**src/rtl/ccdr_pkg.sv**
```systemverilog
// shared types, constants and helpers for the rank-one coordinate update core
`timescale 1ns / 1ps
`default_nettype none
package ccdr_pkg;

  localparam int FRAC_BITS = 16;
  localparam int MAX_NNZ = 65536;
  localparam int CNT_W = 17;
  localparam int DIV_STEPS = 64 + FRAC_BITS;
  localparam int DIV_CNT_W = 7;

  // configuration register indexes
  localparam logic CFG_REG_WEIGHT = 1'b0;
  localparam logic CFG_NONNEG = 1'b1;

  localparam logic [63:0] I64_MAX = 64'h7FFF_FFFF_FFFF_FFFF;
  localparam logic [63:0] I64_MIN = 64'h8000_0000_0000_0000;
  localparam logic [31:0] I32_MAX = 32'h7FFF_FFFF;
  localparam logic [31:0] I32_MIN = 32'h8000_0000;

  typedef struct packed {
    logic signed [31:0] partner_value;
    logic signed [31:0] residual;
    logic signed [31:0] old_value;
    logic empty_column;
    logic last_in_column;
  } in_word_t;

  typedef struct packed {
    logic signed [31:0] new_value;
    logic signed [63:0] objective_decrease;
    logic clamped;
    logic zero_denominator;
  } out_word_t;

  // finished column handed from front to back
  typedef struct packed {
    logic signed [63:0] g;
    logic [63:0] sq;
    logic [CNT_W-1:0] cnt;
    logic signed [31:0] old;
    logic empty;
  } job_t;

  // saturating signed 64-bit add
  function automatic logic [63:0] sat_add64(input logic [63:0] a, input logic [63:0] b);
    logic [63:0] s;
    s = a + b;
    if (!a[63] && !b[63] && s[63]) return I64_MAX;
    if (a[63] && b[63] && !s[63]) return I64_MIN;
    return s;
  endfunction

endpackage
`default_nettype wire

```
**src/rtl/ccdr_mul.sv**
```systemverilog
// 64x64 unsigned multiplier, one 32x32 partial product per cycle
`timescale 1ns / 1ps
`default_nettype none
module ccdr_mul (
  input  wire logic        clk,
  input  wire logic        rst_n,
  input  wire logic        start,
  input  wire logic [63:0] a,
  input  wire logic [63:0] b,
  output logic             done,
  output logic [127:0]     prod
);
  logic run_r;
  logic [2:0] k_r;
  logic [63:0] a_r, b_r, part_r;
  logic [1:0] psh_r;
  logic [127:0] acc_r, acc_nxt, part_sh;
  logic done_r;

  assign done = done_r;
  assign prod = acc_r;

  // place previous partial product
  always_comb begin
    unique case (psh_r)
      2'd0: part_sh = {64'd0, part_r};
      2'd1: part_sh = {32'd0, part_r, 32'd0};
      2'd2: part_sh = {part_r, 64'd0};
      default: part_sh = '0;
    endcase
    acc_nxt = (k_r != 3'd0) ? acc_r + part_sh : acc_r;
  end

  always_ff @(posedge clk) begin
    if (!rst_n) begin
      run_r <= 1'b0;
      done_r <= 1'b0;
      k_r <= '0;
    end else begin
      done_r <= 1'b0;
      if (start) begin
        run_r <= 1'b1;
        k_r <= '0;
      end else if (run_r) begin
        k_r <= k_r + 3'd1;
        if (k_r == 3'd4) begin
          run_r <= 1'b0;
          done_r <= 1'b1;
        end
      end
    end
  end

  // operand and partial registers
  always_ff @(posedge clk) begin
    if (start) begin
      a_r <= a;
      b_r <= b;
      acc_r <= '0;
    end else if (run_r) begin
      acc_r <= acc_nxt;
      part_r <= (k_r[0] ? a_r[63:32] : a_r[31:0]) * (k_r[1] ? b_r[63:32] : b_r[31:0]);
      psh_r <= {1'b0, k_r[0]} + {1'b0, k_r[1]};
    end
  end
endmodule
`default_nettype wire

```
**src/rtl/ccdr_back.sv**
```systemverilog
// back end: denominator, bit-serial quotient, decrease and output register
`timescale 1ns / 1ps
`default_nettype none
module ccdr_back (
  input  wire logic             clk,
  input  wire logic             rst_n,
  input  wire logic [30:0]      reg_weight,
  input  wire logic             nonneg_mode,
  input  wire logic             q_avail,
  input  wire ccdr_pkg::job_t   q_head,
  output logic                  q_pop,
  output logic                  out_valid,
  input  wire logic             out_stall,
  output ccdr_pkg::out_word_t   out_word
);
  import ccdr_pkg::*;

  localparam logic [2:0] ST_IDLE = 3'd0;
  localparam logic [2:0] ST_MREG = 3'd1;
  localparam logic [2:0] ST_DIV = 3'd2;
  localparam logic [2:0] ST_MCLP = 3'd3;
  localparam logic [2:0] ST_MDD = 3'd4;
  localparam logic [2:0] ST_MHDD = 3'd5;
  localparam logic [2:0] ST_OUT = 3'd6;

  localparam int RP_TOP = 63 - FRAC_BITS;
  localparam int CL_LO = FRAC_BITS - 1;
  localparam int HD_LO = 2 * FRAC_BITS;

  logic [2:0] st_r;
  job_t job_r;
  logic [63:0] h_r;
  logic [64:0] rem_r;
  logic [DIV_STEPS-1:0] dvd_r;
  logic [32:0] q_r;
  logic ovf_r;
  logic [DIV_CNT_W-1:0] dcnt_r;
  logic neg_r;
  out_word_t res_r, out_r;
  logic out_v_r;

  logic mul_start, mul_done;
  logic [63:0] mul_a, mul_b;
  logic [127:0] mul_prod;

  logic [63:0] gmag, regpart;
  logic [64:0] hsum, rem_t;
  logic [63:0] h_val;
  logic big31, q_nz, newv_neg;
  logic [31:0] newv;
  logic signed [32:0] diff;
  logic [31:0] dmag;
  logic over_clp;
  logic [63:0] m_clp;

  assign out_valid = out_v_r;
  assign out_word = out_r;
  assign gmag = job_r.g[63] ? (64'd0 - job_r.g) : job_r.g;

  ccdr_mul u_mul (
    .clk  (clk),
    .rst_n(rst_n),
    .start(mul_start),
    .a    (mul_a),
    .b    (mul_b),
    .done (mul_done),
    .prod (mul_prod)
  );

  // denominator from the regularization product
  always_comb begin
    regpart = (|mul_prod[127:RP_TOP]) ? I64_MAX
            : {1'b0, mul_prod[RP_TOP-1:0], {FRAC_BITS{1'b0}}};
    hsum = {1'b0, job_r.sq} + {1'b0, regpart};
    h_val = (hsum[64] || hsum[63]) ? I64_MAX : hsum[63:0];
  end

  // quotient saturation and clamp decision
  always_comb begin
    big31 = ovf_r || q_r[32] || q_r[31];
    q_nz = ovf_r || (q_r != 33'd0);
    newv_neg = job_r.g[63] && q_nz;
    if (!job_r.g[63]) newv = big31 ? I32_MAX : q_r[31:0];
    else newv = big31 ? I32_MIN : (32'd0 - q_r[31:0]);
    diff = 33'(job_r.old) - 33'($signed(newv));
    dmag = diff[32] ? 32'(-diff) : diff[31:0];
    rem_t = {rem_r[63:0], dvd_r[DIV_STEPS-1]};
  end

  // clamp-case decrease magnitude after the shift
  always_comb begin
    if (neg_r) begin
      over_clp = (|mul_prod[127:CL_LO+64]) || (mul_prod[CL_LO+63] && (|mul_prod[CL_LO+62:CL_LO]));
      m_clp = over_clp ? I64_MIN : mul_prod[CL_LO+63:CL_LO];
    end else begin
      over_clp = (|mul_prod[127:CL_LO+63]);
      m_clp = over_clp ? I64_MAX : mul_prod[CL_LO+63:CL_LO];
    end
  end

  // multiplier start and operands, and the queue pop
  always_comb begin
    mul_start = 1'b0;
    mul_a = {33'd0, reg_weight};
    mul_b = {{(64 - CNT_W){1'b0}}, q_head.cnt};
    q_pop = 1'b0;
    unique case (st_r)
      ST_IDLE: begin
        if (q_avail) begin
          q_pop = 1'b1;
          mul_start = !q_head.empty;
        end
      end
      ST_DIV: begin
        if (dcnt_r == DIV_CNT_W'(DIV_STEPS)) begin
          mul_start = 1'b1;
          if (nonneg_mode && newv_neg) begin
            mul_a = gmag;
            mul_b = job_r.old[31] ? {32'd0, 32'd0 - job_r.old} : {32'd0, job_r.old};
          end else begin
            mul_a = {32'd0, dmag};
            mul_b = {32'd0, dmag};
          end
        end
      end
      ST_MDD: begin
        if (mul_done) begin
          mul_start = 1'b1;
          mul_a = h_r;
          mul_b = mul_prod[63:0];
        end
      end
      default: begin
      end
    endcase
  end

  // sequencer
  always_ff @(posedge clk) begin
    if (!rst_n) begin
      st_r <= ST_IDLE;
      out_v_r <= 1'b0;
    end else begin
      if (out_v_r && !out_stall) out_v_r <= 1'b0;
      unique case (st_r)
        ST_IDLE: begin
          if (q_avail) st_r <= q_head.empty ? ST_OUT : ST_MREG;
        end
        ST_MREG: begin
          if (mul_done) st_r <= (h_val == 64'd0) ? ST_OUT : ST_DIV;
        end
        ST_DIV: begin
          if (dcnt_r == DIV_CNT_W'(DIV_STEPS))
            st_r <= (nonneg_mode && newv_neg) ? ST_MCLP : ST_MDD;
        end
        ST_MCLP: begin
          if (mul_done) st_r <= ST_OUT;
        end
        ST_MDD: begin
          if (mul_done) st_r <= ST_MHDD;
        end
        ST_MHDD: begin
          if (mul_done) st_r <= ST_OUT;
        end
        ST_OUT: begin
          if (!out_v_r || !out_stall) begin
            out_v_r <= 1'b1;
            st_r <= ST_IDLE;
          end
        end
        default: st_r <= ST_IDLE;
      endcase
    end
  end

  // datapath registers
  always_ff @(posedge clk) begin
    unique case (st_r)
      ST_IDLE: begin
        if (q_avail) begin
          job_r <= q_head;
          res_r <= '0;
        end
      end
      ST_MREG: begin
        if (mul_done) begin
          h_r <= h_val;
          res_r.zero_denominator <= (h_val == 64'd0);
          rem_r <= '0;
          dvd_r <= {gmag, {FRAC_BITS{1'b0}}};
          q_r <= '0;
          ovf_r <= 1'b0;
          dcnt_r <= '0;
        end
      end
      ST_DIV: begin
        if (dcnt_r == DIV_CNT_W'(DIV_STEPS)) begin
          neg_r <= (job_r.g[63] == job_r.old[31]) && (job_r.g != 64'd0)
                   && (job_r.old != 32'd0);
          if (nonneg_mode && newv_neg) begin
            res_r.new_value <= '0;
            res_r.clamped <= 1'b1;
          end else begin
            res_r.new_value <= newv;
          end
        end else begin
          dcnt_r <= dcnt_r + DIV_CNT_W'(1);
          dvd_r <= {dvd_r[DIV_STEPS-2:0], 1'b0};
          ovf_r <= ovf_r || q_r[32];
          if (rem_t >= {1'b0, h_r}) begin
            rem_r <= rem_t - {1'b0, h_r};
            q_r <= {q_r[31:0], 1'b1};
          end else begin
            rem_r <= rem_t;
            q_r <= {q_r[31:0], 1'b0};
          end
        end
      end
      ST_MCLP: begin
        if (mul_done) res_r.objective_decrease <= neg_r ? (64'd0 - m_clp) : m_clp;
      end
      ST_MHDD: begin
        if (mul_done)
          res_r.objective_decrease <= (|mul_prod[127:HD_LO+63]) ? I64_MAX
                                    : {1'b0, mul_prod[HD_LO+62:HD_LO]};
      end
      ST_OUT: begin
        if (!out_v_r || !out_stall) out_r <= res_r;
      end
      default: begin
      end
    endcase
  end
endmodule
`default_nettype wire

```
**config.mk**
```make
export PLATFORM = sky130hd
export DESIGN_NAME = ccdr_back
export DESIGN_NICKNAME = d
export VERILOG_FILES = /design/src/rtl/ccdr_pkg.sv /design/src/rtl/ccdr_mul.sv /design/src/rtl/ccdr_back.sv
export SDC_FILE = /design/constraint.sdc
export NUM_CORES = 2
export LEC_CHECK = 0
export BUFFER_PORTS_ARGS = -buffer_cell sky130_fd_sc_hd__clkbuf_2
export CAP_MARGIN = 5
export CELL_PAD_IN_SITES_DETAIL_PLACEMENT = 0
export CELL_PAD_IN_SITES_GLOBAL_PLACEMENT = 2
export CORE_UTILIZATION = 38
export CTS_BUF_LIST = sky130_fd_sc_hd__clkbuf_2
export CTS_CLUSTER_DIAMETER = 120
export DETAILED_ROUTE_END_ITERATION = 8
export PLACE_DENSITY_LB_ADDON = 0.3
export SYNTH_ARGS = -nofsm -noshare
export SYNTH_HDL_FRONTEND = slang
export SYNTH_SLANG_ARGS = --single-unit
export TNS_END_PERCENT = 100
```
**constraint.sdc**
```tcl
create_clock -name clk -period 12.9 [get_ports clk]
set_input_delay 1.29 -clock clk [delete_from_list [all_inputs] [get_ports clk]]
set_output_delay 1.29 -clock clk [all_outputs]
set_load 0.02 [all_outputs]
```
* Yosys cells after proc, flatten, opt, wreduce, memory -nomap -nowiden *
Cells that the tools add are included.

word-level totals
  bits in registers = 937
  input bits = 214
  logic and storage cells = 188

cells by class
  add/subtract/negate cells = 12
  multipliers = 1
  order comparisons = 1
  eq/ne operators = 21
  muxes and demuxes = 76
  bitwise logic cells = 3
  reductions and logical operators = 46

operator list
  operator                                                              count
  64-bit two-way mux                                                    15
  128-bit one-hot mux with 3 select lines                               1
  64-bit one-hot mux with 2 select lines                                3
  32-bit two-way mux                                                    11
  64-bit one-hot mux with 3 select lines                                1
  80-bit two-way mux                                                    2
  80-bit one-hot mux with 2 select lines                                1
  128-bit adder                                                         1
  1-bit by 64-bit subtractor with 64-bit output (first input constant)  2
  63-bit two-way mux                                                    2
  98-bit two-way mux                                                    1
  81-bit OR reduction                                                   1
  33-bit two-way mux                                                    2
  33-bit one-hot mux with 2 select lines                                1
  64-bit by 63-bit adder with 65-bit output                             1
  65-bit by 64-bit >= comparator with 1-bit output                      1
  64-bit logical NOT                                                    1
  64-bit by 64-bit multiplier with 64-bit output                        1
  32-bit one-hot mux with 2 select lines                                1
  64-bit nonzero test                                                   1
  1-bit by 32-bit subtractor with 32-bit output (first input constant)  2
  64-bit subtractor                                                     1
  63-bit OR reduction                                                   1
  50-bit OR reduction                                                   1
  39 further kinds                                                      105

* Depth between registers and ports, before layout *
  word-level depth = 10
  depth in mapped cells = 36
  gate-level depth less buffers = 32

* Hierarchy *
From an unflattened synthesis, not the netlist that was laid out.

second synthesis, totals
  cells, all modules = 10,366
  area total of the unflattened synthesis = 93,131.8 um2

modules (own cells, without submodules)
  module     times used  cells each  area an instance (um2)
  ccdr_mul   1           6,062       53,276.1
  ccdr_back  1           4,304       39,855.7

* Worst setup path after synthesis *
Ideal clock, no wire load.

  kind = register to register
  start = register st_r[0]
  end = register dcnt_r[0], enable pin
  arrival time = 13.042 ns
  required time = 11.969 ns
  path slack = -1.073 ns
  cell stages (with the launch flop) = 7
  path buffers = 3
  clock period less this slack = 13.973 ns
  cell sequence = dfxtp_1 -> clkbuf_1 -> nor2_1 -> nand2_1 -> clkbuf_1 -> clkbuf_1 -> o21ai_0

between the ends
  longest elaborated chain between the ends = 3
  elaborated cells on any way between the ends = 6
  those cells by class = 4 x eq/ne; 2 x reduce/logical

ends and longest elaborated chain
  item                                                                                                              RTL line          source
  from (decl)                                                                                                       ccdr_back.sv:30   logic [2:0] st_r;
  from (signal assigned)                                                                                            ccdr_back.sv:147  if (q_avail) st_r <= q_head.empty ? ST_OUT : ST_MREG;
  from (signal assigned)                                                                                            ccdr_back.sv:150  if (mul_done) st_r <= (h_val == 64'd0) ? ST_OUT : ST_DIV;
  from (signal assigned)                                                                                            ccdr_back.sv:154  st_r <= (nonneg_mode && newv_neg) ? ST_MCLP : ST_MDD;
  3-bit by 2-bit equality test with 1-bit output or 3-bit by 1-bit equality test with 1-bit output (tied branches)  ccdr_back.sv:178  unique case (st_r)
  2-bit != test (no source line), or another cell as far along                                                      n/a
  3-bit AND reduction (no source line) *                                                                            n/a
  to (signal assigned)                                                                                              ccdr_back.sv:207  dcnt_r <= dcnt_r + DIV_CNT_W'(1);
  to (decl)                                                                                                         ccdr_back.sv:37   logic [DIV_CNT_W-1:0] dcnt_r;

Mark *: on every way between the ends. The rest lies on a longest branch, timed or not.
A chain may end at the register's enable or synchronous reset.

* Final worst setup path *
  start = register u_mul.k_r[1]
  end = register u_mul.part_r[63] (data pin)

between the ends
  longest elaborated chain between the ends = 2

ends and longest elaborated chain
  item                                            RTL line        source
  from (decl)                                     ccdr_mul.sv:14  logic [2:0] k_r;
  from (signal assigned)                          ccdr_mul.sv:45  k_r <= k_r + 3'd1;
  32-bit two-way mux                              ccdr_mul.sv:62  part_r <= (k_r[0] ? a_r[63:32] : a_r[31:0]) * (k_r[1] ? b_r[63:32] : b_r[31:0]);
  64-bit by 64-bit multiplier with 64-bit output  ccdr_mul.sv:62
  to (signal assigned)                            ccdr_mul.sv:62
  to (decl)                                       ccdr_mul.sv:15  logic [63:0] a_r, b_r, part_r;

Every way passes these cells.

==> flow_summary.yaml <==
worst_setup_path:
  r2r_end: "u_mul.part_r[63]"
  worstPathMaxFanout: 37
  required_ns: 14.51
  crit_start: "u_mul.k_r[1]"
  critPathCaptureType: "flop"
  rr_worst_depth: 27
  arrival_ns: 11.84
  reg2reg_from: "u_mul.k_r[1]"
  endpoint: "u_mul.part_r[63]"
  worstSetupStartpointType: "flop"
  reg2reg_slack_ns: 2.67
  path_class: "flop to flop"
final_layout:
  mostFrequentLayoutCells: "nor2_1, nand2_1, inv_1"
  final_area_um2: 102000
  drive_above_1_share: 0.102
  fill_cells: 23600
  area_growth_pct: 12.2
  layout_commonest_cell: "nor2_1"
  post-route-util: 0.430
  multiInputGateArea_um2: 59300
  seqCellArea_um2: 26300
  nNetsFinal: 12300
timing:
  hold_slack_ns: 0.259
  finalCritPeriodShare: 0.793
  max_freq_ghz: 0.0977
  slew_violations: 0
  hold_viol: 0
  setup_violations: 0
  fin_worst_skew_ns: 0.170
  relSlewSlack: 0.0770
  setup_tns_ns: 0
  period_minus_slack_ns: 10.23
  tightest_slew_ns: 1.38
  grt_setup_unrepaired: "no"
logic_synthesis:
  syn_nets: 11700
  async_reset_ff_frac: 0
  ys_warn_count: 0
  synth_ff_type: "edfxtp_1"
  synthAdderAreaFrac: 0.274
  avgSynthCellArea_um2: 9.08
  synth.cell_area_um2: 91200
  ys_seq_area_frac: 0.288
  synthMuxAreaShare: 0.0243
  synthXorXnorAreaFrac: 0.0418
  ys_types: 92
  synth-seq-cells: 921
  synth-compound-area-share: 0.145
  synth_edf_count: 784
  synth_top_family_by_area: "adder cells"
  synth_cells: 10000
  synth-simple-area-share: 0.161
clocking:
  cts_tree: "built"
  cts_hold_buf: 344
  post_cts_resized: 0
  htree_num_levels: 5
  cts_sinks: 921
  cts.clk_slew.worst_paths_ns: 0.13
  clk_latency_ns: 1.88
  clockRootBuffer: "clkbuf_2"
  numCtsBuffers: 278
  ctsLongestPathBuffers: 4
  post_cts_buffers: 0
global_routing:
  antenna_found_initial: 27
  grt_use_total: 0.317
  grt_pass1_vias: 80100
  grt_max_degree: 96
  overflow: 0
  grt_pass1_wl_mm: 558
die:
  coreArea_um2: 238000
  rows: 179
  start_util: 0.383
  die-width_um: 492
  die_y_um: 492
  fp.dieArea_um2: 242000
  io_pins: 314
placed_design:
  port_buffers: 313
  gp_congestion: 0.968
  place_area_um2: 96600
  dp_hpwl_mm: 304
detailed_routing:
  vias_per_cell: 5.73
  drc: 0
  dr.pass1.iters: 8
  routed_wirelength_mm: 389
  wl_per_cell_um: 27.8
  drt-initial-drc-count: 8411
  ant_nets: 0
  route.vias.total: 80300
hold_path:
  hold_depth: 2
  holdCritPathClass: "input port to flop"
outcome:
  status: "complete, no violations"
flow_run:
  maxCapViolCount: 0
==> per-stage QoR <==
| stage | worst slack [ns] | cells |
|---|---|---|
| final | 2.67 | 14000 |
| after global routing | 2.25 | 14000 |
| after CTS | 2.71 | 14000 |
| after detailed placement | 2.77 | 13200 |
| after global placement | 2.74 | 13200 |
| after floorplan | 2.52 | 10000 |
==> cell type report <==
class                      count  area share
antenna                       20    0.000489
clock buffer                 388      0.0190
clock inverter                73     0.00362
inverter                    1055      0.0388
multi-input combinational   7534       0.580
sequential                   921       0.257
tap                         3167      0.0387
timing repair buffer         848      0.0631
==> logic make-up (layout without fill, tap and decap cells) <==
family | Yosys count | in the layout
simple gates | 3314 | 3314
compound gates | 2113 | 2113
buf+inv | 1588 | 2364
fa+ha+maj | 1458 | 1458
flops | 921 | 921
xor+xnor | 435 | 435
mux | 213 | 213
other cells | 1 | 21
==> Yosys cell counts, types with 102 or more instances <==
library cell  count  area, um^2
edfxtp_1        784       23500
inv_1          1053        3950
nor3_1          114         571
a21o_1          223        1670
dfxtp_1         137        2740
or3_1           117         732
nand2_1        1125        4220
nand4_1         118         738
xor2_1          175        1530
o21ai_0         503        2520
mux2i_1         148        1480
fa_1            900       18000
ha_1            558        6980
clkbuf_1        487        1830
nand3_1         102         510
xnor2_1         260        2280
and2_1          127         795
nor2_1         1259        4730
a21oi_1         624        3120
==> per-layer routing <==
layer,global-route usage,vias to the layer above,routed length [um]
met3,0.0474,721,27700
met4,0.158,12,21600
met2,0.499,3530,176000
met5,0,-,125
li1,-,35600,-
met1,0.426,40400,164000
==> state kept, by name, summed over array words and instances (netlist names), 98 cells and up <==
register / flops
job_r: 160
u_mul.prod: 128
res_r: 98
out_word: 98
==> critical path, cell delays in order (launching register included) <==
cell and delay (ns):
dfxtp_4 0.82, buf_4 0.57, mux2_2 0.84, nand2_1 0.17, fa_1 0.53, inv_1 0.05, fa_1 0.50, fa_1 0.57
fa_1 0.43, fa_1 0.53, fa_1 0.44, fa_1 0.50, inv_1 0.05, fa_1 0.50, inv_1 0.05, ha_1 0.40
nand2_1 0.18, nor4_1 0.42, o21ai_0 0.15, or3b_2 0.54, a21oi_1 0.31, o211ai_1 0.16, a21oi_1 0.34, a41oi_1 0.21
a31oi_1 0.28, o21a_1 0.14, nor2_1 0.04, xnor2_1 0.11
==> how the worst min path moves through the flow <==
| stage | from | endpoint | slack, ns |
|---|---|---|---|
| floorplan | res_r[0] | out_word[0] | 0.40 |
| global placement | res_r[89] | out_word[89] | 0.40 |
| detailed placement | res_r[18] | out_word[18] | 0.40 |
| CTS | q_head[63] | job_r[63] | 0.002 |
| global route | q_head[63] | job_r[63] | 0.14 |
| finish | q_head[68] | job_r[68] | 0.26 |
Power is not shown: default switching activity piles up to over one toggle a cycle in this logic, so the estimate is an artifact.
