<file path="src/rtl/ccdr_pkg.sv">
// shared types, constants and helpers for the rank-one coordinate update core
`timescale 1ns / 1ps
`default_nettype none
package ccdr_pkg;

  localparam int FRAC_BITS = 16;
  localparam int MAX_NNZ = 65536;
  localparam int CNT_W = 17;
  localparam int DIV_STEPS = 64 + FRAC_BITS;
  localparam int DIV_CNT_W = 7;

  // configuration register indexes
  localparam logic CFG_REG_WEIGHT = 1'b0;
  localparam logic CFG_NONNEG = 1'b1;

  localparam logic [63:0] I64_MAX = 64'h7FFF_FFFF_FFFF_FFFF;
  localparam logic [63:0] I64_MIN = 64'h8000_0000_0000_0000;
  localparam logic [31:0] I32_MAX = 32'h7FFF_FFFF;
  localparam logic [31:0] I32_MIN = 32'h8000_0000;

  typedef struct packed {
    logic signed [31:0] partner_value;
    logic signed [31:0] residual;
    logic signed [31:0] old_value;
    logic empty_column;
    logic last_in_column;
  } in_word_t;

  typedef struct packed {
    logic signed [31:0] new_value;
    logic signed [63:0] objective_decrease;
    logic clamped;
    logic zero_denominator;
  } out_word_t;

  // finished column handed from front to back
  typedef struct packed {
    logic signed [63:0] g;
    logic [63:0] sq;
    logic [CNT_W-1:0] cnt;
    logic signed [31:0] old;
    logic empty;
  } job_t;

  // saturating signed 64-bit add
  function automatic logic [63:0] sat_add64(input logic [63:0] a, input logic [63:0] b);
    logic [63:0] s;
    s = a + b;
    if (!a[63] && !b[63] && s[63]) return I64_MAX;
    if (a[63] && b[63] && !s[63]) return I64_MIN;
    return s;
  endfunction

endpackage
`default_nettype wire

</file>
<file path="src/rtl/ccdr_fifo.sv">
// two-entry job queue between front and back
`timescale 1ns / 1ps
`default_nettype none
module ccdr_fifo (
  input  wire logic          clk,
  input  wire logic          rst_n,
  input  wire logic          push,
  input  wire ccdr_pkg::job_t push_job,
  input  wire logic          pop,
  output logic               full,
  output logic               not_empty,
  output ccdr_pkg::job_t     head
);
  import ccdr_pkg::*;

  job_t mem_r [2];
  logic wp_r, wp_nxt, rp_r, rp_nxt;
  logic [1:0] cnt_r, cnt_nxt;

  assign full = cnt_r[1];
  assign not_empty = (cnt_r != 2'd0);
  assign head = mem_r[rp_r];

  // pointer and fill count
  always_comb begin
    wp_nxt = wp_r;
    rp_nxt = rp_r;
    cnt_nxt = cnt_r;
    if (push) wp_nxt = ~wp_r;
    if (pop) rp_nxt = ~rp_r;
    if (push && !pop) cnt_nxt = cnt_r + 2'd1;
    else if (pop && !push) cnt_nxt = cnt_r - 2'd1;
  end

  always_ff @(posedge clk) begin
    if (!rst_n) begin
      wp_r <= 1'b0;
      rp_r <= 1'b0;
      cnt_r <= 2'd0;
    end else begin
      wp_r <= wp_nxt;
      rp_r <= rp_nxt;
      cnt_r <= cnt_nxt;
    end
  end

  // storage
  always_ff @(posedge clk) begin
    if (push) mem_r[wp_r] <= push_job;
  end
endmodule
`default_nettype wire

</file>
<file path="config.mk">
export PLATFORM = sky130hd
export DESIGN_NAME = ccdr_fifo
export DESIGN_NICKNAME = d
export VERILOG_FILES = /design/src/rtl/ccdr_pkg.sv /design/src/rtl/ccdr_fifo.sv
export SDC_FILE = /design/constraint.sdc
export NUM_CORES = 1
export LEC_CHECK = 0
export BUFFER_PORTS_ARGS = -buffer_cell sky130_fd_sc_hd__buf_2
export CORE_ASPECT_RATIO = 0.6
export CORE_MARGIN = 2
export CORE_UTILIZATION = 52
export DETAILED_ROUTE_END_ITERATION = 12
export GPL_TIMING_DRIVEN = 0
export PLACE_DENSITY = 0.79
export REMOVE_ABC_BUFFERS = 1
export SYNTH_ARGS = -nofsm -noshare
export SYNTH_HDL_FRONTEND = slang
export SYNTH_SLANG_ARGS = --single-unit
</file>
<file path="constraint.sdc">
create_clock -name clk -period 14.74 [get_ports clk]
set_input_delay 3.685 -clock clk [delete_from_list [all_inputs] [get_ports clk]]
set_output_delay 3.685 -clock clk [all_outputs]
set_load 0.03 [all_outputs]
</file>
# Word-level counts from Yosys, hierarchy flattened
# Memories as Yosys holds them, arrays and structs flattened. A register that Yosys moved wholly into a read port is not among the register bits.
# Cells that the tools add are included.
dict set report word_totals {
  reg_bits 4
  word_cells 20
  ramBits 356
  memories 1
  out_inout_bits 180
  input_bits 182
}
# name words width rd rd_clocked_by_memory_dff write_ports line_no
set memory_table {}
lappend memory_table {mem_r 2 178 1 1 1 ccdr_fifo.sv:16} ;# job_t mem_r [2];
dict set report classes {
  reduce_logical 6
  mux 6
  add_sub_neg 2
  bitwise_logic 2
}
# operator count
set ops {}
lappend ops {{$mux W1} 4}
lappend ops {{$mux W2} 2}
lappend ops {{$reduce_bool A2 Y1} 2}
lappend ops {{$add A2 B1 Y2 const B} 1}
lappend ops {{$logic_and A1 B1 Y1} 2}
lappend ops {{$logic_not A1 Y1} 2}
lappend ops {{$not A1 Y1} 2}
lappend ops {{$sub A2 B1 Y2 const B} 1}

# Longest topological paths before layout
# Gate-level depths: netlist (run 1).
dict set report depth {
  depth_word 4
  ltp_mapped 5
  ltp_nobuf 5
}

# Least setup slack after synthesis (run 1)
# Ideal clock, no wire load.
dict set report synth_timing {
  kind {input-to-reg}
  startpoint {input port push}
  endpoint {memory mem_r[0][0] (netlist name), enable pin}
  arrival_ns 11.400
  path_buffers 0
  stages 1
  slack_ns 2.601
  setup_ns 0.739
  path_cell_list {nor2b_1}
}
dict set report synth_between {
  elab_chain_cells 2
}
# element line_no
set synth_rtl {}
lappend synth_rtl {{from (decl)} ccdr_fifo.sv:7} ;# input wire logic push,
lappend synth_rtl {{$mux W1} ccdr_fifo.sv:49} ;# if (push) mem_r[wp_r] <= push_job;
lappend synth_rtl {{$mux W1 (implied by the code)} ccdr_fifo.sv:49}
lappend synth_rtl {{to (decl)} ccdr_fifo.sv:16}
# No other way between the ends.

==> results.json, run 1 <==
{
  "status": "complete, no violations",
  "areaGrowthSynthToFinish_pct": 25.2,
  "cts_hold_buf": 0,
  "combinationalPowerShare": 0.142,
  "synth_area_um2": 13500,
  "grt_pass1_wl_um": 37900,
  "rsz0062_at_grt": "no",
  "drc": 0,
  "p_leak_nw": 6.54,
  "ir_worst_vdd_mv": 0.122,
  "slew_headroom": 0.451,
  "grtUsageTotal": 0.187,
  "clkPwrFrac": 0.346,
  "finalSetupViolCount": 0,
  "ys_seq_area_frac": 0.800,
  "hold_violations": 0,
  "crit_family": "flip-flops",
  "p_sw_mw": 0.570,
  "drt-total-wl_um": 26300,
  "worst_pin_slew_ps": 823,
  "final_common_cell": "buf_2",
  "synth_cells": 575,
  "drive_gt1_frac": 0.608,
  "yosysWarnings": 0,
  "die_h_um": 129,
  "drt_pass1_iterations": 4,
  "p_int_mw": 1.78,
  "route.vias.total": 6708,
  "clkTransAtPathRegs_ps": 60,
  "drt_iter0_drc": 421,
  "clkSinkCount": 361,
  "post_cts_buffers": 0,
  "tns_ps": 0,
  "cts_resized": 0,
  "clockRootBuffer": "clkbuf_16",
  "power_mw": 2.35,
  "period_share": 0.429,
  "powerDensity_nw_per_um2": 139,
  "wire_per_inst_um": 19.6,
  "post-route-min-period_ps": 6320,
  "cts_buffer_depth": 3,
  "htreeDepth": 2,
  "synth_area_leaders": "edfxtp_1 (79%), mux2_4 (11%), mux2_2 (6.4%)",
  "antenna_found_initial": 5,
  "cp.arrival_ps": 2630,
  "ios": 362,
  "grt_max_degree": 66,
  "ant_nets": 0,
  "synth.distinct_cells": 17,
  "dp_hpwl_um": 18200,
  "final_net_count": 1147,
  "grt-ovfl-total": 0,
  "ys_ff_latch": 361,
  "clock_skew_ps": 10.1,
  "hp-class": "reg2reg",
  "routed_via_density": 5.01,
  "p_seq_frac": 0.512,
  "critical_path_buf_inv_count": 3,
  "insertion_delay_ps": 510,
  "drv_slew": 0,
  "design.core.area_um2": 25400,
  "worstSetupPathType": "reg2out",
  "die_w_um": 212,
  "cp_slowest_stage_delay_ps": 830,
  "timing.fmax_ghz": 0.158,
  "dieArea_um2": 27300,
  "cp_slowest_cell": "dfxtp_4",
  "worstSetupEndpointType": "primary output",
  "path_common_cell": "buf_16",
  "place_congestion": 0.737,
  "crit_required_ps": 11060,
  "synth_top_area_frac": 0.793,
  "cp_max_fo": 50,
  "synth_area_per_cell_um2": 23.4,
  "drv_cap": 0,
  "netSwitchingFraction": 0.242,
  "grt_pass1_vias": 6678,
  "path_cells": "buf_16 > buf_16 > mux2_2 > buf_2",
  "final_cell_mix": "buf_2 (361), edfxtp_1 (356), mux2_4 (101)",
  "cts_tree": "yes",
  "io_buffers": 361,
  "synth_top_area_cell": "edfxtp_1",
  "r2r_setup_slack_ps": 12810,
  "numCtsBuffers": 34,
  "start_util": 0.531,
  "num_rows": 45,
  "cp-start-kind": "flop"
}
-- path summary, 6_finish.rpt --
| kind | start | endpoint | depth (start not counted) |
|---|---|---|---|
| worst max register to register | wp_r | mem_r[1][53] | 2 |
| worst max-delay path | flop | head[0] | 4 |
| worst min-delay path | cnt_r[1] | cnt_r[1] | 2 |
| worst min register to register | cnt_r[1] | cnt_r[1] | 2 |
-- final cells by class --
cell class	count	area [um2]
Sequential cell	361	10800
Clock buffer	43	885
Antenna cell	3	7.51
Timing Repair Buffer	373	2110
Tap cell	352	440
Multi-Input combinational cell	193	2500
Fill cell	1697	8510
Inverter	1	3.75
Clock inverter	14	141
-- kinds of logic after synthesis --
group / Yosys count / synth area share
muxes: 178 / 0.177
DFF: 361 / 0.800
buffers and inverters: 21 / 0.0147
adders and majority gates: 1 / 0.000928
AOI/OAI and AO/OA: 3 / 0.00149
and+or+nand+nor: 8 / 0.00371
xor gates and xnor gates: 3 / 0.00195
-- flip-flops by register name, summed over array words and instances, names as in the netlist, named ones only --
name and flops:
wp_r 1, rp_r 1, mem_r 356, cnt_r 2
-- power by group through the flow --
stage	Combinational [mW]	Sequential (mW)	Clock, mW
finish	0.334	1.21	0.814
global route	0.352	1.21	0.880
CTS	0.337	1.21	0.836
detailed placement	0.336	1.23	0
global placement	0.343	1.26	0
floorplan	0.232	1.25	0
-- layer usage --
layer	wire [um]	global-route usage	up-vias
met5	27	0	-
met4	584	0.0663	4
met3	2720	0.0854	41
met2	12500	0.301	266
met1	10400	0.226	3323
li1	-	-	3074
-- synth_stat cells --
master,count
o21a_1,1
buf_2,5
ha_1,1
xor2_1,2
edfxtp_1,356
or3_1,1
nor2b_1,2
and2_1,4
mux2_2,77
xnor2_1,1
o21ai_0,1
inv_1,1
or2_2,1
buf_6,15
mux2_4,101
a21boi_0,1
dfxtp_1,5
-- per-stage QoR --
step | hold WS (ps) | instance area [um2] | cells | worst slack, ps | util
3_5_place_dp | 555 | 15800 | 1280 | 8910 | 0.624
5_1_grt | 604 | 16900 | 1338 | 8250 | 0.665
4_1_cts | 567 | 16900 | 1337 | 8340 | 0.664
3_3_place_gp | 485 | 15500 | 1268 | -2150 | 0.612
2_1_floorplan | 555 | 13300 | 555 | 2600 | -
6_report | 569 | 16900 | 1340 | 8420 | 0.665
-- tightest hold or removal path: cells and delay by family (launching register included) --
kind / cells / cell delay (ps)
AOI/OAI and AO/OA: 2 / 190
DFF: 1 / 330
No activity file was read; power rests on OpenSTA's default activity.
==> run 2, diff against run 1 <==
--- a/config.mk
+++ b/config.mk
@@ -8,10 +8,10 @@
 export BUFFER_PORTS_ARGS = -buffer_cell sky130_fd_sc_hd__buf_2
 export CORE_ASPECT_RATIO = 0.6
 export CORE_MARGIN = 2
-export CORE_UTILIZATION = 52
+export CORE_UTILIZATION = 47
 export DETAILED_ROUTE_END_ITERATION = 12
 export GPL_TIMING_DRIVEN = 0
-export PLACE_DENSITY = 0.79
+export PLACE_DENSITY = 0.75
 export REMOVE_ABC_BUFFERS = 1
 export SYNTH_ARGS = -nofsm -noshare
 export SYNTH_HDL_FRONTEND = slang
==> constraint.sdc (replaced) <==
create_clock -name clk -period 5.1 [get_ports clk]
set_input_delay 1.275 -clock clk [delete_from_list [all_inputs] [get_ports clk]]
set_output_delay 1.275 -clock clk [all_outputs]
set_load 0.03 [all_outputs]
==> run 2 against run 1 <==
  * Total power rose to 2.9 times the previous value
  * Highest routed layer unchanged
  * Flip-flop and latch count unchanged
  * Clock skew down 4.0 ps
  * Critical path type unchanged
  * Largest cell class unchanged
  * Sequential share of layout area down 0.31 points
==> results.json, run 2 (same netlist as run 1, synthesis figures left out) <==
{
  "status": "complete, no violations",
  "min_from": "cnt_r[1]",
  "dp_slack_ps": 1710,
  "clkTransAtPathRegs_ps": 60,
  "multiInputGateArea_um2": 2500,
  "num_rows": 47,
  "regArea_um2": 10800,
  "powerDensity_nw_per_um2": 405,
  "place_congestion": 0.703,
  "p_sw_mw": 1.67,
  "die_h_um": 135,
  "final_common_cell": "buf_2",
  "combinationalPowerShare": 0.143,
  "route.vias.total": 6707,
  "clkSinkCount": 361,
  "cts_buffer_depth": 3,
  "largest_reg_flops": 356,
  "start_util": 0.484,
  "p_leak_nw": 6.57,
  "final.setup.worst_slack_ps": 1240,
  "clock_skew_ps": 6.13,
  "dp_hpwl_um": 18600,
  "grt_use_met2": 0.291,
  "grt_pass1_vias": 7000,
  "drt_iter0_drc": 363,
  "period_share": 0.757,
  "power_mw": 6.86,
  "cp-start-kind": "flop",
  "hold_violations": 0,
  "io_buffers": 361,
  "netSwitchingFraction": 0.244,
  "design.core.area_um2": 27900,
  "ir_worst_vdd_mv": 0.281,
  "clockRootBuffer": "clkbuf_16",
  "busiest_layer": "met2",
  "final_net_count": 1149,
  "grtUsageTotal": 0.176,
  "routed_via_density": 4.94,
  "cts_hold_buf": 0,
  "grt_use_met3": 0.0679,
  "finalSetupViolCount": 0,
  "antenna_found_initial": 3,
  "tns_ps": 0,
  "p_seq_frac": 0.506,
  "drv_cap": 0,
  "hp-class": "reg2reg",
  "post_cts_buffers": 0,
  "drive_gt1_frac": 0.612,
  "cts_resized": 0,
  "dp.cells": 1297,
  "clkPwrFrac": 0.351,
  "r2r_start": "wp_r",
  "worstSetupEndpointType": "primary output",
  "cp_max_fo": 44,
  "wire_per_inst_um": 19.8,
  "timing.fmax_ghz": 0.259,
  "fin_util": 0.609,
  "grt-ovfl-total": 0,
  "cp.arrival_ps": 2580,
  "p_int_mw": 5.19,
  "post-route-min-period_ps": 3860,
  "dieArea_um2": 30100,
  "numCtsBuffers": 34,
  "grt_pass1_wl_um": 40000,
  "largest_registers": "mem_r (356), cnt_r (2)",
  "ant_nets": 0,
  "post_layout_nonfiller_instances": 1357,
  "slew_headroom": 0.569,
  "cts_tree": "yes",
  "htreeDepth": 2,
  "top_register": "mem_r",
  "ios": 362,
  "place_area_um2": 15900,
  "drc": 0,
  "areaGrowthSynthToFinish_pct": 25.8,
  "fillCellCount": 2068,
  "insertion_delay_ps": 500,
  "die_w_um": 223,
  "worst_pin_slew_ps": 646,
  "postLayoutCellArea_um2": 17000,
  "final_cell_mix": "buf_2 (361), edfxtp_1 (356), mux2_4 (101)",
  "drt_pass1_iterations": 4,
  "use_met1": 0.217,
  "grt_max_degree": 62,
  "worstSetupPathType": "reg2out",
  "timing.hold.ws_ps": 543,
  "rsz0062_at_grt": "no",
  "drv_slew": 0,
  "drt-total-wl_um": 26900,
  "crit_required_ps": 3830
}
-- run 2: changes by cell type in the layout (fill, tap and decap cells not counted), sizes merged --
cell,before,now
clkinvlp,0,3
clkinv,10,9
bufinv,2,1
inv,3,1
buf,373,375
diode,3,1
clkbuf,43,46
-- run 2: per-layer routing --
layer | vias up | share of wire
met5 | - | 0.00078
met4 | 4 | 0.019
met3 | 44 | 0.094
met2 | 252 | 0.48
met1 | 3330 | 0.41
li1 | 3077 | -
-- run 2: final timing paths --
path	end	slack, ps	cells after the start
min	cnt_r[1]	540	2
min reg2reg	cnt_r[1]	540	2
max reg2reg	mem_r[0][132]	3240	4
max	head[102]	1240	5
-- run 2: final cells by class --
cell class                 count  area share
antenna                        1    0.000148
tap                          367      0.0271
timing repair buffer         375       0.127
multi-input combinational    193       0.148
inverter                       1    0.000221
clock inverter                13     0.00561
clock buffer                  46      0.0566
sequential                   361       0.636
-- run 2: power by group through the flow --
| stage | clock network [mW] | logic [mW] | registers (mW) |
|---|---|---|---|
| 2_1_floorplan | 0 | 0.670 | 3.61 |
| 4_1_cts | 2.49 | 0.993 | 3.48 |
| 3_3_place_gp | 0 | 0.993 | 3.65 |
| 5_1_grt | 2.58 | 1.03 | 3.49 |
| 6_report | 2.41 | 0.980 | 3.47 |
| 3_5_place_dp | 0 | 0.989 | 3.54 |
-- run 2: worst max-delay path, stage by stage (launching register included) --
cell and delay (ps):
dfxtp_4 600, buf_16 280, buf_16 280, buf_16 310
mux2_4 340, buf_2 190
==> run 3, diff against run 2 <==
==> constraint.sdc (replaced) <==
create_clock -name clk -period 3.5 [get_ports clk]
set_input_delay 0.875 -clock clk [delete_from_list [all_inputs] [get_ports clk]]
set_output_delay 0.875 -clock clk [all_outputs]
set_load 0.03 [all_outputs]
==> run 3 against run 2 <==
  * Setup slack got worse by 1100 ps
  * Final cell count barely moved
  * Core utilization barely moved
  * Sequential power rose by 46%
  * Non-clock buffer count rose by 1
  * Hold slack got worse by 4.4 ps
  * Register-to-register slack got worse by 1600 ps
  * Critical path depth did not move
  * Wire length rose by 0.46%
  * Die area did not move
  * Largest cell class unchanged
==> results.json, run 3 (same netlist as run 1, synthesis figures left out) <==
{
  "place_area_um2": 15900,
  "largest_reg_flops": 356,
  "antenna_found_initial": 3,
  "drv_slew": 0,
  "ios": 362,
  "drt_pass1_iterations": 4,
  "top_register": "mem_r",
  "drt-total-wl_um": 27000,
  "final_net_count": 1150,
  "cts_hold_buf": 0,
  "clkSinkCount": 361,
  "insertion_delay_ps": 500,
  "cts_tree": "yes",
  "grt-ovfl-total": 0,
  "regArea_um2": 10800,
  "io_buffers": 361,
  "fin_util": 0.609,
  "place_congestion": 0.703,
  "final_cell_mix": "buf_2 (361), edfxtp_1 (356), mux2_4 (101)",
  "drv_cap": 0,
  "ir_worst_vdd_mv": 0.411,
  "dp.cells": 1297,
  "worstSetupPathType": "reg2out",
  "cp-start-kind": "flop",
  "post_layout_nonfiller_instances": 1358,
  "grt_pass1_vias": 7008,
  "grtUsageTotal": 0.177,
  "numCtsBuffers": 34,
  "cp_slowest_cell": "dfxtp_4",
  "die_w_um": 223,
  "p_leak_nw": 6.58,
  "powerDensity_nw_per_um2": 589,
  "cts_buffer_depth": 3,
  "period_share": 0.957,
  "grt_pass1_wl_um": 40100,
  "drc": 0,
  "dieArea_um2": 30100,
  "fillCellCount": 2066,
  "cp_slowest_stage_delay_ps": 510,
  "finalSetupViolCount": 0,
  "post_cts_buffers": 1,
  "slew_headroom": 0.566,
  "status": "complete, no violations",
  "multiInputGateArea_um2": 2500,
  "path_common_cell": "buf_16",
  "crit_required_ps": 2620,
  "worst_pin_slew_ps": 649,
  "route.vias.total": 6710,
  "die_h_um": 135,
  "cp_max_fo": 44,
  "clock_skew_ps": 7.19,
  "largest_registers": "mem_r (356), cnt_r (2)",
  "tns_ps": 0,
  "design.core.area_um2": 27900,
  "start_util": 0.484,
  "clockRootBuffer": "clkbuf_16",
  "critical_path_buf_inv_count": 4,
  "timing.fmax_ghz": 0.298,
  "postLayoutCellArea_um2": 17000,
  "power_mw": 10.0,
  "dp_slack_ps": 511,
  "wire_per_inst_um": 19.9,
  "drt_iter0_drc": 403,
  "clkTransAtPathRegs_ps": 60,
  "final_common_cell": "buf_2",
  "cts_resized": 0,
  "path_cells": "buf_16 > buf_16 > buf_16 > mux2_4 > buf_2",
  "htreeDepth": 2,
  "worstSetupEndpointType": "primary output",
  "areaGrowthSynthToFinish_pct": 25.9,
  "drive_gt1_frac": 0.612,
  "num_rows": 47,
  "crit_family": "buffers and inverters",
  "ant_nets": 0,
  "rsz0062_at_grt": "no",
  "cp.arrival_ps": 2480,
  "timing.hold.ws_ps": 539,
  "grt_max_degree": 62,
  "hold_violations": 0,
  "hp-class": "reg2reg",
  "routed_via_density": 4.94,
  "final.setup.worst_slack_ps": 149,
  "dp_hpwl_um": 18600,
  "post-route-min-period_ps": 3350
}
## run 3: where the power goes
| group | leakage (nW) | switching, mW | internal (mW) | total [mW] |
|---|---|---|---|---|
| logic | 2.68 | 0.870 | 0.566 | 1.44 |
| registers | 3.38 | 0.0592 | 5.00 | 5.06 |
| clock network | 0.512 | 1.51 | 2.00 | 3.51 |
## run 3: worst register-to-register path, stage by stage (launching register included)
cell	delay [ps]
dfxtp_1	340
nor2b_4	540
buf_16	250
buf_12	220
buf_16	210
## run 3: layout make-up
type | count | area share
Sequential cell | 361 | 0.636
Multi-Input combinational cell | 193 | 0.147
Timing Repair Buffer | 376 | 0.127
Clock buffer | 46 | 0.0565
Tap cell | 367 | 0.0271
Clock inverter | 13 | 0.00560
Inverter | 1 | 0.000221
Antenna cell | 1 | 0.000147
## run 3: metal layers
metal	share of wire	up-vias	routed length, um	GRT usage
met4	0.019	4	507	0.0507
met1	0.41	3340	11100	0.219
met3	0.090	44	2450	0.0679
li1	-	3079	-	-
met5	0.00078	-	21	0
met2	0.48	243	13000	0.291
## run 3: worst paths after layout
check	slack [ps]	cells after the start	from	endpoint
worst max register to register	1640	4	wp_r	mem_r[0][132]
worst max-delay path	150	5	flop	head[102]
worst min register to register	540	2	cnt_r[1]	cnt_r[1]
worst min-delay path	540	2	cnt_r[1]	cnt_r[1]
